==> config.mk <==
export PLATFORM = sky130hd
export DESIGN_NAME = sorted_insert_priority_queue_flat
export DESIGN_NICKNAME = d
export VERILOG_FILES = /design/src/rtl/sipq_pkg.sv /design/src/rtl/sipq_if.sv /design/src/rtl/sorted_insert_priority_queue.sv /design/src/rtl/sipq_mem.sv /design/src/rtl/sipq_ctrl.sv /design/src/flat_wrapper.sv
export SDC_FILE = /design/constraint.sdc
export NUM_CORES = 1
export LEC_CHECK = 0
export BUFFER_PORTS_ARGS = -buffer_cell sky130_fd_sc_hd__buf_2
export CELL_PAD_IN_SITES_DETAIL_PLACEMENT = 1
export CELL_PAD_IN_SITES_GLOBAL_PLACEMENT = 1
export CORE_MARGIN = 4
export CORE_UTILIZATION = 32
export CTS_CLUSTER_SIZE = 8
export DETAILED_ROUTE_END_ITERATION = 10
export GPL_TIMING_DRIVEN = 1
export PLACE_DENSITY_LB_ADDON = 0.1
export SLEW_MARGIN = 20
export SYNTH_ARGS = -nofsm -noshare
export SYNTH_HDL_FRONTEND = slang
export SYNTH_SLANG_ARGS = --single-unit
==> constraint.sdc <==
create_clock -name i_clk -period 4.2 [get_ports i_clk]
set_input_delay 0.42 -clock i_clk [delete_from_list [all_inputs] [get_ports i_clk]]
set_output_delay 0.42 -clock i_clk [all_outputs]
set_load 0.1 [all_outputs]
==> src/rtl/sipq_pkg.sv <==
package sipq_pkg;

    localparam int PAY_W = 32;
    localparam int PRI_W = 16;
    localparam int POS_W = 4;
    localparam int CNT_W = 5;
    localparam int ST_W  = 2;

    localparam logic OP_INSERT = 1'b0;
    localparam logic OP_READ   = 1'b1;

    localparam logic [ST_W-1:0] ST_OK    = 2'd0;
    localparam logic [ST_W-1:0] ST_FULL  = 2'd1;
    localparam logic [ST_W-1:0] ST_RANGE = 2'd2;

    typedef struct packed {
        logic signed [PRI_W-1:0] pri;
        logic [PAY_W-1:0]        payload;
    } t_entry;

    typedef struct packed {
        logic [PAY_W-1:0]        read_payload;
        logic signed [PRI_W-1:0] read_priority;
        logic [CNT_W-1:0]        entry_count;
        logic [ST_W-1:0]         status;
    } t_result;

    typedef enum logic [2:0] {
        S_IDLE,
        S_RWAIT,
        S_SCAN,
        S_PUT,
        S_DONE
    } t_state;

endpackage

==> src/rtl/sipq_if.sv <==
interface sipq_in_if;
    import sipq_pkg::*;
    logic                    valid;
    logic                    ready;
    logic                    opcode;
    logic [PAY_W-1:0]        payload;
    logic signed [PRI_W-1:0] priority_req;
    logic [POS_W-1:0]        position;

    modport source (output valid, output opcode, output payload, output priority_req,
                    output position, input ready);
    modport sink   (input valid, input opcode, input payload, input priority_req,
                    input position, output ready);
endinterface

interface sipq_out_if;
    import sipq_pkg::*;
    logic                    valid;
    logic                    ready;
    logic [PAY_W-1:0]        read_payload;
    logic signed [PRI_W-1:0] read_priority;
    logic [CNT_W-1:0]        entry_count;
    logic [ST_W-1:0]         status;

    modport source (output valid, output read_payload, output read_priority,
                    output entry_count, output status, input ready);
    modport sink   (input valid, input read_payload, input read_priority,
                    input entry_count, input status, output ready);
endinterface

==> src/rtl/sorted_insert_priority_queue.sv <==
// Bounded priority queue held in ascending priority order in one synchronous
// RAM of CAPACITY entries (priority and payload). An insert walks the stored
// entries from the tail toward the head, moving each entry whose priority is
// not lower than the new one up one slot, then writes the new entry into the
// gap, so it lands ahead of equal priorities. One RAM read and one RAM write
// per cycle set the pace; an insert into an empty or full queue needs no scan,
// a read makes one RAM access, an out-of-range read none. One item is in
// work at a time; the result sits in an output register, so the next item
// is taken while it waits. The RAM needs no clearing after reset, only entries
// below the count are read.
module sorted_insert_priority_queue #(
    parameter int CAPACITY = 16
) (
    input  logic       i_clk,
    input  logic       i_rst_n,
    sipq_in_if.sink    i_req,
    sipq_out_if.source o_res
);
    import sipq_pkg::*;

    localparam int AW = (CAPACITY > 1) ? $clog2(CAPACITY) : 1;
    localparam int CW = $clog2(CAPACITY + 1);

    logic    res_valid;
    logic    res_ready;
    t_result res;
    logic    wr_en;
    logic    rd_en;
    logic [AW-1:0] wr_addr;
    logic [AW-1:0] rd_addr;
    t_entry  wr_data;
    t_entry  rd_data;

    logic    r_out_valid;
    t_result r_out;

    sipq_ctrl #(
        .CAPACITY (CAPACITY),
        .AW       (AW),
        .CW       (CW)
    ) u_ctrl (
        .i_clk       (i_clk),
        .i_rst_n     (i_rst_n),
        .i_req       (i_req),
        .o_res_valid (res_valid),
        .i_res_ready (res_ready),
        .o_res       (res),
        .o_wr_en     (wr_en),
        .o_wr_addr   (wr_addr),
        .o_wr_data   (wr_data),
        .o_rd_en     (rd_en),
        .o_rd_addr   (rd_addr),
        .i_rd_data   (rd_data)
    );

    sipq_mem #(
        .DEPTH (CAPACITY),
        .AW    (AW)
    ) u_mem (
        .i_clk     (i_clk),
        .i_wr_en   (wr_en),
        .i_wr_addr (wr_addr),
        .i_wr_data (wr_data),
        .i_rd_en   (rd_en),
        .i_rd_addr (rd_addr),
        .o_rd_data (rd_data)
    );

    // load the output register when it is empty or being drained
    assign res_ready = !r_out_valid || o_res.ready;

    always_ff @(posedge i_clk) begin
        if (!i_rst_n) begin
            r_out_valid <= 1'b0;
        end else if (res_ready) begin
            r_out_valid <= res_valid;
        end
    end

    always_ff @(posedge i_clk) begin
        if (res_ready && res_valid) begin
            r_out <= res;
        end
    end

    assign o_res.valid         = r_out_valid;
    assign o_res.read_payload  = r_out.read_payload;
    assign o_res.read_priority = r_out.read_priority;
    assign o_res.entry_count   = r_out.entry_count;
    assign o_res.status        = r_out.status;

endmodule

==> src/rtl/sipq_mem.sv <==
module sipq_mem #(
    parameter int DEPTH = 16,
    parameter int AW    = 4
) (
    input  logic                 i_clk,
    input  logic                 i_wr_en,
    input  logic [AW-1:0]        i_wr_addr,
    input  sipq_pkg::t_entry     i_wr_data,
    input  logic                 i_rd_en,
    input  logic [AW-1:0]        i_rd_addr,
    output sipq_pkg::t_entry     o_rd_data
);
    import sipq_pkg::*;

    t_entry r_mem [DEPTH];
    t_entry r_rd_data;

    always_ff @(posedge i_clk) begin
        if (i_wr_en) begin
            r_mem[i_wr_addr] <= i_wr_data;
        end
    end

    always_ff @(posedge i_clk) begin
        if (i_rd_en) begin
            r_rd_data <= r_mem[i_rd_addr];
        end
    end

    assign o_rd_data = r_rd_data;

endmodule

==> src/rtl/sipq_ctrl.sv <==
module sipq_ctrl #(
    parameter int CAPACITY = 16,
    parameter int AW       = 4,
    parameter int CW       = 5
) (
    input  logic              i_clk,
    input  logic              i_rst_n,
    sipq_in_if.sink           i_req,
    output logic              o_res_valid,
    input  logic              i_res_ready,
    output sipq_pkg::t_result o_res,
    output logic              o_wr_en,
    output logic [AW-1:0]     o_wr_addr,
    output sipq_pkg::t_entry  o_wr_data,
    output logic              o_rd_en,
    output logic [AW-1:0]     o_rd_addr,
    input  sipq_pkg::t_entry  i_rd_data
);
    import sipq_pkg::*;

    t_state        r_state, n_state;
    logic [AW-1:0] r_k, n_k;
    logic [CW-1:0] r_count, n_count;
    t_entry        r_new, n_new;
    t_result       r_res, n_res;
    logic [CW-1:0] count_inc;

    assign count_inc = CW'(r_count + 1'b1);

    always_ff @(posedge i_clk) begin
        if (!i_rst_n) begin
            r_state <= S_IDLE;
            r_count <= '0;
        end else begin
            r_state <= n_state;
            r_count <= n_count;
        end
    end

    always_ff @(posedge i_clk) begin
        r_k   <= n_k;
        r_new <= n_new;
        r_res <= n_res;
    end

    always_comb begin
        n_state     = r_state;
        n_k         = r_k;
        n_count     = r_count;
        n_new       = r_new;
        n_res       = r_res;
        o_wr_en     = 1'b0;
        o_wr_addr   = '0;
        o_wr_data   = r_new;
        o_rd_en     = 1'b0;
        o_rd_addr   = '0;
        i_req.ready = (r_state == S_IDLE);
        o_res_valid = (r_state == S_DONE);

        unique case (r_state)
            S_IDLE: begin
                if (i_req.valid) begin
                    n_new.pri     = i_req.priority_req;
                    n_new.payload = i_req.payload;
                    n_res         = '0;
                    n_res.entry_count = CNT_W'(r_count);
                    if (i_req.opcode == OP_INSERT) begin
                        if (r_count >= CW'(CAPACITY)) begin
                            n_res.status = ST_FULL;
                            n_state      = S_DONE;
                        end else if (r_count == '0) begin
                            // empty queue: store at the head directly
                            o_wr_en           = 1'b1;
                            o_wr_data.pri     = i_req.priority_req;
                            o_wr_data.payload = i_req.payload;
                            n_count           = count_inc;
                            n_res.status      = ST_OK;
                            n_res.entry_count = CNT_W'(count_inc);
                            n_state           = S_DONE;
                        end else begin
                            // scan from the tail toward the head
                            o_rd_en   = 1'b1;
                            o_rd_addr = AW'(r_count - 1'b1);
                            n_k       = AW'(r_count - 1'b1);
                            n_state   = S_SCAN;
                        end
                    end else begin
                        if (32'(i_req.position) >= 32'(r_count)) begin
                            n_res.status = ST_RANGE;
                            n_state      = S_DONE;
                        end else begin
                            o_rd_en   = 1'b1;
                            o_rd_addr = AW'(i_req.position);
                            n_state   = S_RWAIT;
                        end
                    end
                end
            end
            S_RWAIT: begin
                n_res.read_payload  = i_rd_data.payload;
                n_res.read_priority = i_rd_data.pri;
                n_res.status        = ST_OK;
                n_state             = S_DONE;
            end
            S_SCAN: begin
                o_wr_en   = 1'b1;
                o_wr_addr = AW'(r_k + 1'b1);
                if (i_rd_data.pri >= r_new.pri) begin
                    // shift this entry up one slot
                    o_wr_data = i_rd_data;
                    if (r_k == '0) begin
                        n_state = S_PUT;
                    end else begin
                        o_rd_en   = 1'b1;
                        o_rd_addr = AW'(r_k - 1'b1);
                        n_k       = AW'(r_k - 1'b1);
                    end
                end else begin
                    o_wr_data         = r_new;
                    n_count           = count_inc;
                    n_res.status      = ST_OK;
                    n_res.entry_count = CNT_W'(count_inc);
                    n_state           = S_DONE;
                end
            end
            S_PUT: begin
                o_wr_en           = 1'b1;
                o_wr_addr         = '0;
                o_wr_data         = r_new;
                n_count           = count_inc;
                n_res.status      = ST_OK;
                n_res.entry_count = CNT_W'(count_inc);
                n_state           = S_DONE;
            end
            S_DONE: begin
                if (i_res_ready) begin
                    n_state = S_IDLE;
                end
            end
            default: begin
                n_state = S_IDLE;
            end
        endcase
    end

    assign o_res = r_res;

endmodule

==> src/flat_wrapper.sv <==
// flat-port wrapper written by rule: the top's interface ports become plain ports
module sorted_insert_priority_queue_flat import sipq_pkg::*;
#(
    parameter int CAPACITY = 16
)
  (i_clk, i_rst_n, i_req_valid, i_req_opcode, i_req_payload, i_req_priority_req, i_req_position, i_req_ready, o_res_valid, o_res_read_payload, o_res_read_priority, o_res_entry_count, o_res_status, o_res_ready);
  sipq_in_if i_req_i ();
  sipq_out_if o_res_i ();
  input  logic i_clk;
  input  logic i_rst_n;
  input wire logic [$bits(i_req_i.valid)-1:0] i_req_valid;
  input wire logic [$bits(i_req_i.opcode)-1:0] i_req_opcode;
  input wire logic [$bits(i_req_i.payload)-1:0] i_req_payload;
  input wire logic [$bits(i_req_i.priority_req)-1:0] i_req_priority_req;
  input wire logic [$bits(i_req_i.position)-1:0] i_req_position;
  output wire logic [$bits(i_req_i.ready)-1:0] i_req_ready;
  output wire logic [$bits(o_res_i.valid)-1:0] o_res_valid;
  output wire logic [$bits(o_res_i.read_payload)-1:0] o_res_read_payload;
  output wire logic [$bits(o_res_i.read_priority)-1:0] o_res_read_priority;
  output wire logic [$bits(o_res_i.entry_count)-1:0] o_res_entry_count;
  output wire logic [$bits(o_res_i.status)-1:0] o_res_status;
  input wire logic [$bits(o_res_i.ready)-1:0] o_res_ready;
  assign i_req_i.valid = i_req_valid;
  assign i_req_i.opcode = i_req_opcode;
  assign i_req_i.payload = i_req_payload;
  assign i_req_i.priority_req = i_req_priority_req;
  assign i_req_i.position = i_req_position;
  assign i_req_ready = i_req_i.ready;
  assign o_res_valid = o_res_i.valid;
  assign o_res_read_payload = o_res_i.read_payload;
  assign o_res_read_priority = o_res_i.read_priority;
  assign o_res_entry_count = o_res_i.entry_count;
  assign o_res_status = o_res_i.status;
  assign o_res_i.ready = o_res_ready;
  sorted_insert_priority_queue #(.CAPACITY(CAPACITY)) u_core (.i_clk(i_clk), .i_rst_n(i_rst_n), .i_req(i_req_i), .o_res(o_res_i));
endmodule
# After elaboration in Yosys (flattened, before gate mapping)
# Memories as Yosys holds them, arrays and structs flattened. A register that Yosys moved wholly into a read port is not among the register bits.
# Index checks and enable logic that the tools add are counted.
[classes]
eq_ne = 14
n_lt_le_gt_ge = 3
n_mux = 63
add_sub_neg = 4
n_reduce_logical = 19
[ops]
columns = ["cell", "count"]
rows = [
  ["48-bit 2-to-1 mux", 5],
  ["48-bit one-hot mux with 2 select lines", 2],
  ["4-bit 2-to-1 mux", 14],
  ["55-bit 2-to-1 mux", 1],
  ["5-bit 2-to-1 mux", 7],
  ["5-bit one-hot mux with 3 select lines", 2],
  ["3-bit 2-to-1 mux", 8],
  ["16-bit greater-or-equal comparator", 1],
  ["2-bit inequality test, second input constant", 8],
  ["4-bit one-hot mux with 2 select lines", 2],
  ["7-bit 2-to-1 mux", 2],
  ["1-bit 2-to-1 mux", 13],
  ["3-bit one-hot mux with 4 select lines", 1],
  ["3-bit AND reduction", 3],
  ["4-bit by 1-bit subtractor with 4-bit output, second input constant", 2],
  ["7-bit AND reduction", 1],
  ["3-bit by 2-bit equality test with 1-bit output, second input constant", 2],
  ["2-bit 2-to-1 mux", 3],
  ["2-bit one-hot mux with 3 select lines", 1],
  ["6-bit AND reduction", 1],
  ["3-bit nonzero test", 2],
  ["5-bit by 1-bit adder with 5-bit output, second input constant", 1],
  ["4-bit by 5-bit greater-or-equal comparator with 1-bit output", 1],
  ["5-bit greater-or-equal comparator, second input constant", 1],
  ["15 further kinds", 19],
]
[word_totals]
reg_bits = 171
memories = 1
in_bits = 57
word_cells = 118
mem_bits_rw = 768
out_inout_bits = 57
[memory_table]
columns = ["memory", "depth", "word_bits", "rd", "rd_clocked_by_memory_dff", "write_ports", "line", "text"]
rows = [
  ["u_core.u_mem.r_mem", 16, 48, 1, 1, 1, "sipq_mem.sv:15", "t_entry r_mem [DEPTH];"],
]

# Depth between registers and ports, before layout
# Gate-level depths: netlist of the first run.
[depth]
ltp_word = 8
ltp_mapped = 15
depth_no_buf = 11

# Cells and area by module
# A second synthesis of the first run with hierarchy kept.
[hier_totals]
cells_unflattened = 1892
hier_area_um2 = 38092.8
[by_module_without_submodules]
columns = ["module", "cells_each", "instances", "area_each_um2", "seq_area_each_um2"]
rows = [
  ["sipq_mem", 1242, 1, 30171.4, 24503.5],
  ["sipq_ctrl", 590, 1, 6212.2, 3373.2],
  ["sorted_insert_priority_queue", 60, 1, 1709.1, 1671.6],
]

# Worst setup path after synthesis of the first run
# OpenSTA, ideal clock, no wires.
[synth_timing]
kind = "register to register"
start = "register u_core.u_ctrl.r_state[1]"
end = "register, netlist name u_core.u_mem.o_rd_data[22]"
required_time_ns = 3.928
path_stages_with_launch = 11
synth_period_minus_slack_ns = 6.061
slack_ns = -1.861
arrival_time_ns = 5.789
path_cell_list = "dfxtp_1 -> nor3_1 -> nand2_1 -> inv_1 -> o21ai_0 -> o21ai_1 -> buf_4 -> buf_6 -> mux2i_1 -> a221oi_1 -> or4_1"
[synth_between]
elab_chain_cells = 2
word_cells_on_any_way = 4
classes_between = "eq/ne (1); mux (2); reduce/logical (1)"
[synth_lines]
columns = ["element", "line", "text"]
rows = [
  ["from (decl)", "sipq_ctrl.sv:21", "t_state r_state, n_state;"],
  ["from (signal assigned)", "sipq_ctrl.sv:35", "r_state <= n_state;"],
  ["3-bit zero test (*)", "-", ""],
  ["net i_req_ready", "flat_wrapper.sv:16", "output wire logic [$bits(i_req_i.ready)-1:0] i_req_ready;"],
  ["4-bit one-hot mux with 2 select lines / 1-bit one-hot mux with 2 select lines (equally long branches)", "sipq_ctrl.sv:60", "unique case (r_state)"],
]
# Mark *: on every way through the listed nets, which the timed path passes. The rest lies on a longest branch.
# A chain may end at the register's enable or synchronous reset.

==> run_results.csv, run 1 <==
group,metric,value,unit
status,status,"finished, final reports clean",
global_routing,antenna_found_initial,3,
global_routing,grt_pass1_wl,195000,um
logic_synthesis,avgSynthCellArea,15.0,um2
routing,wl_per_cell,29.6,um
die,row_count,130,
setup_path,criticalPathCategory,"flop to flop",
routing,ant_nets,0,
logic_synthesis,synthTopCellsByArea,"edfxtp_1 73%, o211ai_1 4.9%, nand2_1 2.1%, a221o_1 2.1%, mux2i_1 1.5%",
logic_synthesis,async_flop_share,0,%
clock_tree,cts_root_buf,"clkbuf_16",
setup_path,rr_endpoint,"u_core.u_mem.r_mem[10][32]",
setup_path,cp.required,4690,ps
routing,drc,0,
setup_path,crit_path_end,"u_core.u_mem.r_mem[10][32]",
pwr,p_sw_share,24.8,%
die,core_area,126000,um2
routing,drt-pass1-iter-count,6,
logic_synthesis,yosysSeqAreaShare,73.0,%
timing,finalClockSkew,22.1,ps
logic_synthesis,syn_inst,2696,
cells_and_area,nets,2994,
place,hpwl,71800,um
routing,totalWireLength,136000,um
timing,worst_pin_slew,1020,ps
routing,num_vias,25800,
logic_synthesis,yosys.cell_types.count,56,
setup_path,worstPathMaxFanout,18,
setup_path,reg2reg_from,"u_core.u_mem.o_rd_data[47]",
timing,final.setup.tns,0,ps
clock_tree,clk_latency,760,ps
logic_synthesis,synthFlopType,"edfxtp_1",
pwr,p_leak,15.7,nW
timing,timing.slew.headroom,32.1,%
global_routing,grtUsageTotal,20.4,%
timing,setup_viol,0,
cells_and_area,area_growth,19.1,%
logic_synthesis,synth_fp_nets,2779,
die,start_util,32.2,%
logic_synthesis,synth_edf_count,978,
routing,dr.first_iter.drc_count,2119,
timing,fmax,0.242,GHz
setup_path,rr_worst_depth,11,
die,die_width,364,um
pwr,power.share.clock,42.6,%
timing,finalCritPeriodShare,98.4,%
clock_tree,cts_tree,"yes",
pwr,total_power,24.2,mW
setup_path,arrival,4620,ps
worst_hold_path,worstHoldPathType,"input port to flop",
job,drv_cap,0,
global_routing,overflow,0,
logic_synthesis,netlist_area,40500,um2
place,gp_congestion,0.754,
die,io_pins,114,
place,io_buffer_count,113,
pwr,p_comb_share,10.0,%
pwr,irDropWorstVdd,349,uV
pwr,power_frac_seq,47.4,%
clock_tree,cts.sinks,987,
logic_synthesis,synth_top_area_share,72.6,%
cells_and_area,drive_above_1_share,16.9,%
setup_path,start_kind,"flop",
timing,hold_viol_final,0,
logic_synthesis,ys_seq_elements,987,
timing,drv_slew,0,
logic_synthesis,synth_area_leader_cell,"edfxtp_1",
cells_and_area,diodes,0,
die,fp.dieH,364,um
logic_synthesis,ys.warnings.count,0,
clock_tree,htree_levels,4,
setup_path,r2r_slack,70,ps
setup_path,cp-end-kind,"flop",
global_routing,grt_max_degree,88,
global_routing,grt_pass1_vias,27100,
clock_tree,numCtsBuffers,143,
setup_path,worstSetupStartpoint,"u_core.u_mem.o_rd_data[47]",
clock_tree,clkTransAtPathRegs,60,ps
clock_tree,clockBufferDepth,3,
routing,viasPerCell,5.61,
die,die_area,132000,um2
pwr,p_per_area,502,nW/um2
timing,fin_crit,4130,ps
pwr,p_int,18.2,mW
pwr,switchingPower,6.00,mW
-- final cells by class --
type | count | area (um2)
Fill cell | 12600 | 77400
Sequential cell | 987 | 29500
Multi-Input combinational cell | 1322 | 9590
Clock buffer | 156 | 3670
Timing Repair Buffer | 292 | 2510
Tap cell | 1650 | 2060
Inverter | 165 | 623
Clock inverter | 18 | 204
-- metal layers --
metal | vias up | track usage, % | part of all wire, % | wire length, um
li1 | 11200 | - | - | -
met4 | 2 | 5.65 | 2.3 | 3070
met5 | - | 0.290 | 0.039 | 53
met1 | 13700 | 28.2 | 45 | 61300
met3 | 180 | 3.39 | 5.1 | 6930
met2 | 762 | 33.3 | 47 | 64500
-- through the flow --
stage	hold WS (ps)	setup slack, ps	cell area, um2	cells	utilization (%)
after floorplan	400	65.1	40500	2696	-
after global placement	401	-224	43800	4364	34.9
after detailed placement	405	-172	43800	4364	34.9
after CTS	52.9	12.0	48200	4589	38.4
after global routing	104	-15.3	48200	4590	38.4
final	110	65.7	48200	4590	38.4
-- registers in the layout, summed over array words and instances (netlist names), 5 cells and up --
| name | count |
|---|---|
| u_core.o_res.read_payload | 32 |
| u_core.u_mem.r_mem | 768 |
| u_core.u_mem.o_rd_data | 48 |
| u_core.u_ctrl.r_count | 5 |
| u_core.o_res.entry_count | 5 |
| u_core.u_ctrl.r_new | 48 |
| u_core.u_ctrl.o_res | 55 |
| u_core.o_res.read_priority | 16 |
-- kinds of logic after synthesis --
logic type / count (synthesis) / synth area share (%)
buf+inv: 387 / 3.92
fa+ha+maj: 26 / 0.804
simple gates: 473 / 5.67
flops: 987 / 73.0
mux: 62 / 1.53
xor+xnor: 7 / 0.152
compound gates: 754 / 14.9
-- critical path, cell delays in order, from the launching register on --
cell	delay (ps)
edfxtp_1	540
ha_1	450
nand4_1	300
or3_1	440
a21o_1	200
nand3_1	200
a31oi_1	110
or3_2	500
buf_4	260
a222oi_1	510
inv_1	120
buf_4	210
-- cells in the mapped netlist (all sizes together) (2+ instances only) --
cell / count
nand4: 53
xnor2: 6
a21boi: 2
nor3: 9
a222oi: 48
and2: 97
o22ai: 2
a211oi: 3
a32oi: 43
ha: 26
a41oi: 45
or3: 4
o211ai: 265
a21o: 3
o21a: 3
nor2: 36
nor2b: 3
a221oi: 20
edfxtp: 978
or4: 6
nand2: 231
a31oi: 4
nand2b: 9
buf: 62
a21oi: 115
and3: 3
mux2i: 62
clkbuf: 160
a311oi: 5
o21ai: 16
nor4: 3
a22oi: 3
inv: 165
a21bo: 43
a221o: 86
dfxtp: 9
nor3b: 5
nand3: 10
a32o: 43
-- power by group through the flow --
stage	sequential, mW	combinational, mW	clock [mW]
2_1_floorplan	11.9	1.17	0
3_3_place_gp	11.6	2.35	0
3_5_place_dp	11.6	2.40	0
4_1_cts	11.5	2.45	10.6
5_1_grt	11.5	2.61	11.0
6_report	11.5	2.42	10.3
-- cells in the final DEF (no fill, tap or decap), types with 4 or more instances in the layout --
master / instances
a32o_1: 43
inv_6: 8
a21bo_2: 43
a221o_1: 86
a41oi_1: 45
clkbuf_16: 145
buf_4: 91
edfxtp_1: 978
dlygate4sd3_1: 50
buf_12: 38
nor3_1: 7
inv_2: 7
xnor2_1: 6
o211ai_1: 265
buf_2: 113
a32oi_1: 43
a31oi_1: 4
nand2b_1: 7
a221oi_1: 20
inv_1: 157
and2_1: 97
dfxtp_1: 9
nand4_1: 53
nand3_1: 10
ha_1: 26
nand2_1: 226
nor2_4: 18
mux2i_1: 62
clkbuf_1: 11
a222oi_1: 48
nor3b_1: 4
nor2_1: 18
a21oi_1: 115
clkinv_8: 4
o21ai_0: 14
a311oi_1: 5
or4_1: 5
-- how the worst min path moves through the flow --
stage                                  from                        endpoint  slack [ps]  cells past startpoint
CTS                            i_req_opcode          u_core.u_ctrl.o_res[0]          50                      2
global route                   i_req_opcode          u_core.u_ctrl.o_res[0]         100                      2
global placement    u_core.u_ctrl.o_res[28]    u_core.o_res.read_payload[5]         400                      0
finish                         i_req_opcode          u_core.u_ctrl.o_res[0]         110                      2
floorplan            u_core.u_ctrl.o_res[2]     u_core.o_res.entry_count[0]         400                      0
detailed placement  u_core.u_ctrl.o_res[20]  u_core.o_res.read_priority[13]         410                      0
-- timing repair --
| item | CTS | global route |
|---|---|---|
| hold buffers | 50 | 0 |
| endpoints found under the hold margin | 57 | 0 |
| setup buffers | 1 | 1 |
| pin swaps | 1 | 2 |
| setup endpoints to repair | 16 | 403 |
| gates resized for setup | 1 | 6 |
(Power assumes the default switching activity.)
==> run 2, diff against run 1 <==
==> constraint.sdc (replaced) <==
create_clock -name i_clk -period 4.2 [get_ports i_clk]
set_input_delay 0.84 -clock i_clk [delete_from_list [all_inputs] [get_ports i_clk]]
set_output_delay 0.84 -clock i_clk [all_outputs]
set_load 0.1 [all_outputs]
==> run 2 against run 1 <==
Sequential share of layout area grew 0.71 points. Sequential cell count is the same. Total power shrank 0.26%. First-iteration DRC count grew 7.4%. Worst hold slack gained 170 ps. Final cell count shrank 1.5%. Worst setup slack gained 110 ps. Global-route usage shrank 0.25 points. Wire length shrank 1.6%. Clock skew shrank 0.84 ps. Critical path type unchanged. Highest routed layer is now met4.
==> run_results.csv, run 2 (synthesis gave the netlist of run 1 again) <==
group,metric,value,unit
die,row_count,130,
clock_tree,clockBufferDepth,3,
pwr,p_per_area,506,nW/um2
timing,finalCritPeriodShare,95.8,%
global_routing,grtUsageTotal,20.1,%
global_routing,grt_max_degree,85,
global_routing,grt_pass1_wl,193000,um
clock_tree,post_cts_buffers,0,
routing,drt-pass1-iter-count,6,
global_routing,gr-usage-met3,3.88,%
timing,fin_crit,4020,ps
status,status,"finished, final reports clean",
setup_path,start_kind,"flop",
timing,drv_slew,0,
cells_and_area,diodes,0,
clock_tree,cts_tree,"yes",
die,die_area,132000,um2
cells_and_area,top_register,"u_core.u_mem.r_mem",
worst_hold_path,worstHoldPathType,"input port to flop",
global_routing,overflow,0,
timing,final.setup.tns,0,ps
job,drv_cap,0,
clock_tree,numCtsBuffers,141,
timing,finalClockSkew,21.2,ps
global_routing,grt_pass1_vias,27000,
setup_path,arrival,4590,ps
die,core_area,126000,um2
pwr,irDropWorstVdd,424,uV
clock_tree,clkTransAtPathRegs,50,ps
timing,timing.slew.headroom,31.1,%
cells_and_area,nFillCells,12600,
clock_tree,cts_root_buf,"clkbuf_16",
cells_and_area,largest_reg_flops,768,
cells_and_area,nets,2935,
place,gp_congestion,0.754,
die,start_util,32.2,%
timing,setup_viol,0,
cells_and_area,seq_area,29500,um2
cells_and_area,multi_input_area,9590,um2
routing,num_vias,25500,
cells_and_area,drive_above_1_share,16.8,%
timing,worst_pin_slew,1030,ps
place,dp_slack,57.4,ps
setup_path,cp-end-kind,"flop",
routing,drc,0,
timing,rsz0062_at_grt,"false",
cells_and_area,area_growth,17.8,%
timing,hold_viol_final,0,
pwr,p_leak,15.5,nW
die,die_width,364,um
global_routing,globalRouteMet2Util,32.7,%
pwr,total_power,24.1,mW
die,fp.dieH,364,um
routing,dr.first_iter.drc_count,2275,
place,io_buffer_count,113,
routing,wl_per_cell,29.5,um
setup_path,cp.required,4770,ps
setup_path,worstPathMaxFanout,16,
routing,ant_nets,0,
routing,viasPerCell,5.65,
timing,fmax,0.249,GHz
clock_tree,clk_latency,760,ps
place,hpwl,73000,um
global_routing,grtUsageMet1,27.5,%
global_routing,antenna_found_initial,6,
routing,totalWireLength,134000,um
cells_and_area,layout_common_cells,"978 x edfxtp_1, 265 x o211ai_1, 226 x nand2_1, 159 x inv_1, 150 x clkbuf_16",
clock_tree,cts.sinks,987,
timing,worst_slack,178,ps
setup_path,criticalPathCategory,"flop to flop",
global_routing,grt.busiest_layer,"met2",
die,io_pins,114,
cells_and_area,final_common_cell,"edfxtp_1",
clock_tree,htree_levels,4,
run 2: cell types whose count changed in the layout (fill, tap and decap cells not counted), sizes merged:
cell	before	now
dlygate4sd3	50	0
bufinv	1	0
clkinv	8	4
buf	242	235
clkbuf	156	157
inv	173	165
run 2: path summary, 6_finish.rpt:
check | slack (ps) | cells after the start | startpoint | end
max | 180 | 11 | u_core.u_mem.o_rd_data[47] | u_core.u_mem.o_rd_data[32]
min | 280 | 1 | i_req_payload[20] | u_core.u_ctrl.r_new[20]
max reg2reg | 180 | 11 | u_core.u_mem.o_rd_data[47] | u_core.u_mem.o_rd_data[32]
min reg2reg | 410 | 0 | u_core.u_ctrl.o_res[5] | u_core.o_res.entry_count[3]
run 2: area by class of cell:
cell class,instances,share of cell area [%]
multi-input cells,1322,20.1
well taps,1650,4.33
repair buffers,235,4.16
clock inverters,5,0.131
clock buffers,157,7.93
inverters,165,1.31
flip-flops and latches,987,62.0
run 2: metal layers:
metal / vias to the layer above / wire (um)
met4: 0 / 3390
met1: 13500 / 59500
met5: - / 0
met3: 224 / 7180
met2: 749 / 63400
li1: 11000 / -
run 2: timing repair:
action                                  4_1_cts  5_1_grt
endpoints found under the hold margin         0        0
endpoints found under the setup margin        0      347
gates resized for setup                       0        6
hold buffers                                  0        0
run 2: report_power, final:
part	total, mW	internal [mW]	switching (mW)
clock	10.3	6.24	4.06
sequential	11.5	11.4	0.0872
combinational	2.38	0.605	1.77
run 2: stage by stage:
step	util, %	std cells	area [um2]	hold slack [ps]
finish	37.9	4521	47700	279
global route	37.9	4521	47700	233
CTS	37.9	4521	47600	206
detailed placement	34.9	4359	43800	406
global placement	34.9	4359	43800	402
floorplan	-	2696	40500	400
run 2: worst max-delay path, stage by stage, from the launching register on:
cell and delay (ps):
edfxtp_1 480, ha_1 420, buf_4 160, o2111ai_1 210, a211oi_1 410, nand3_2 260
buf_4 240, a31oi_1 210, nor2b_4 650, buf_4 450, a32oi_1 180, o211ai_1 150
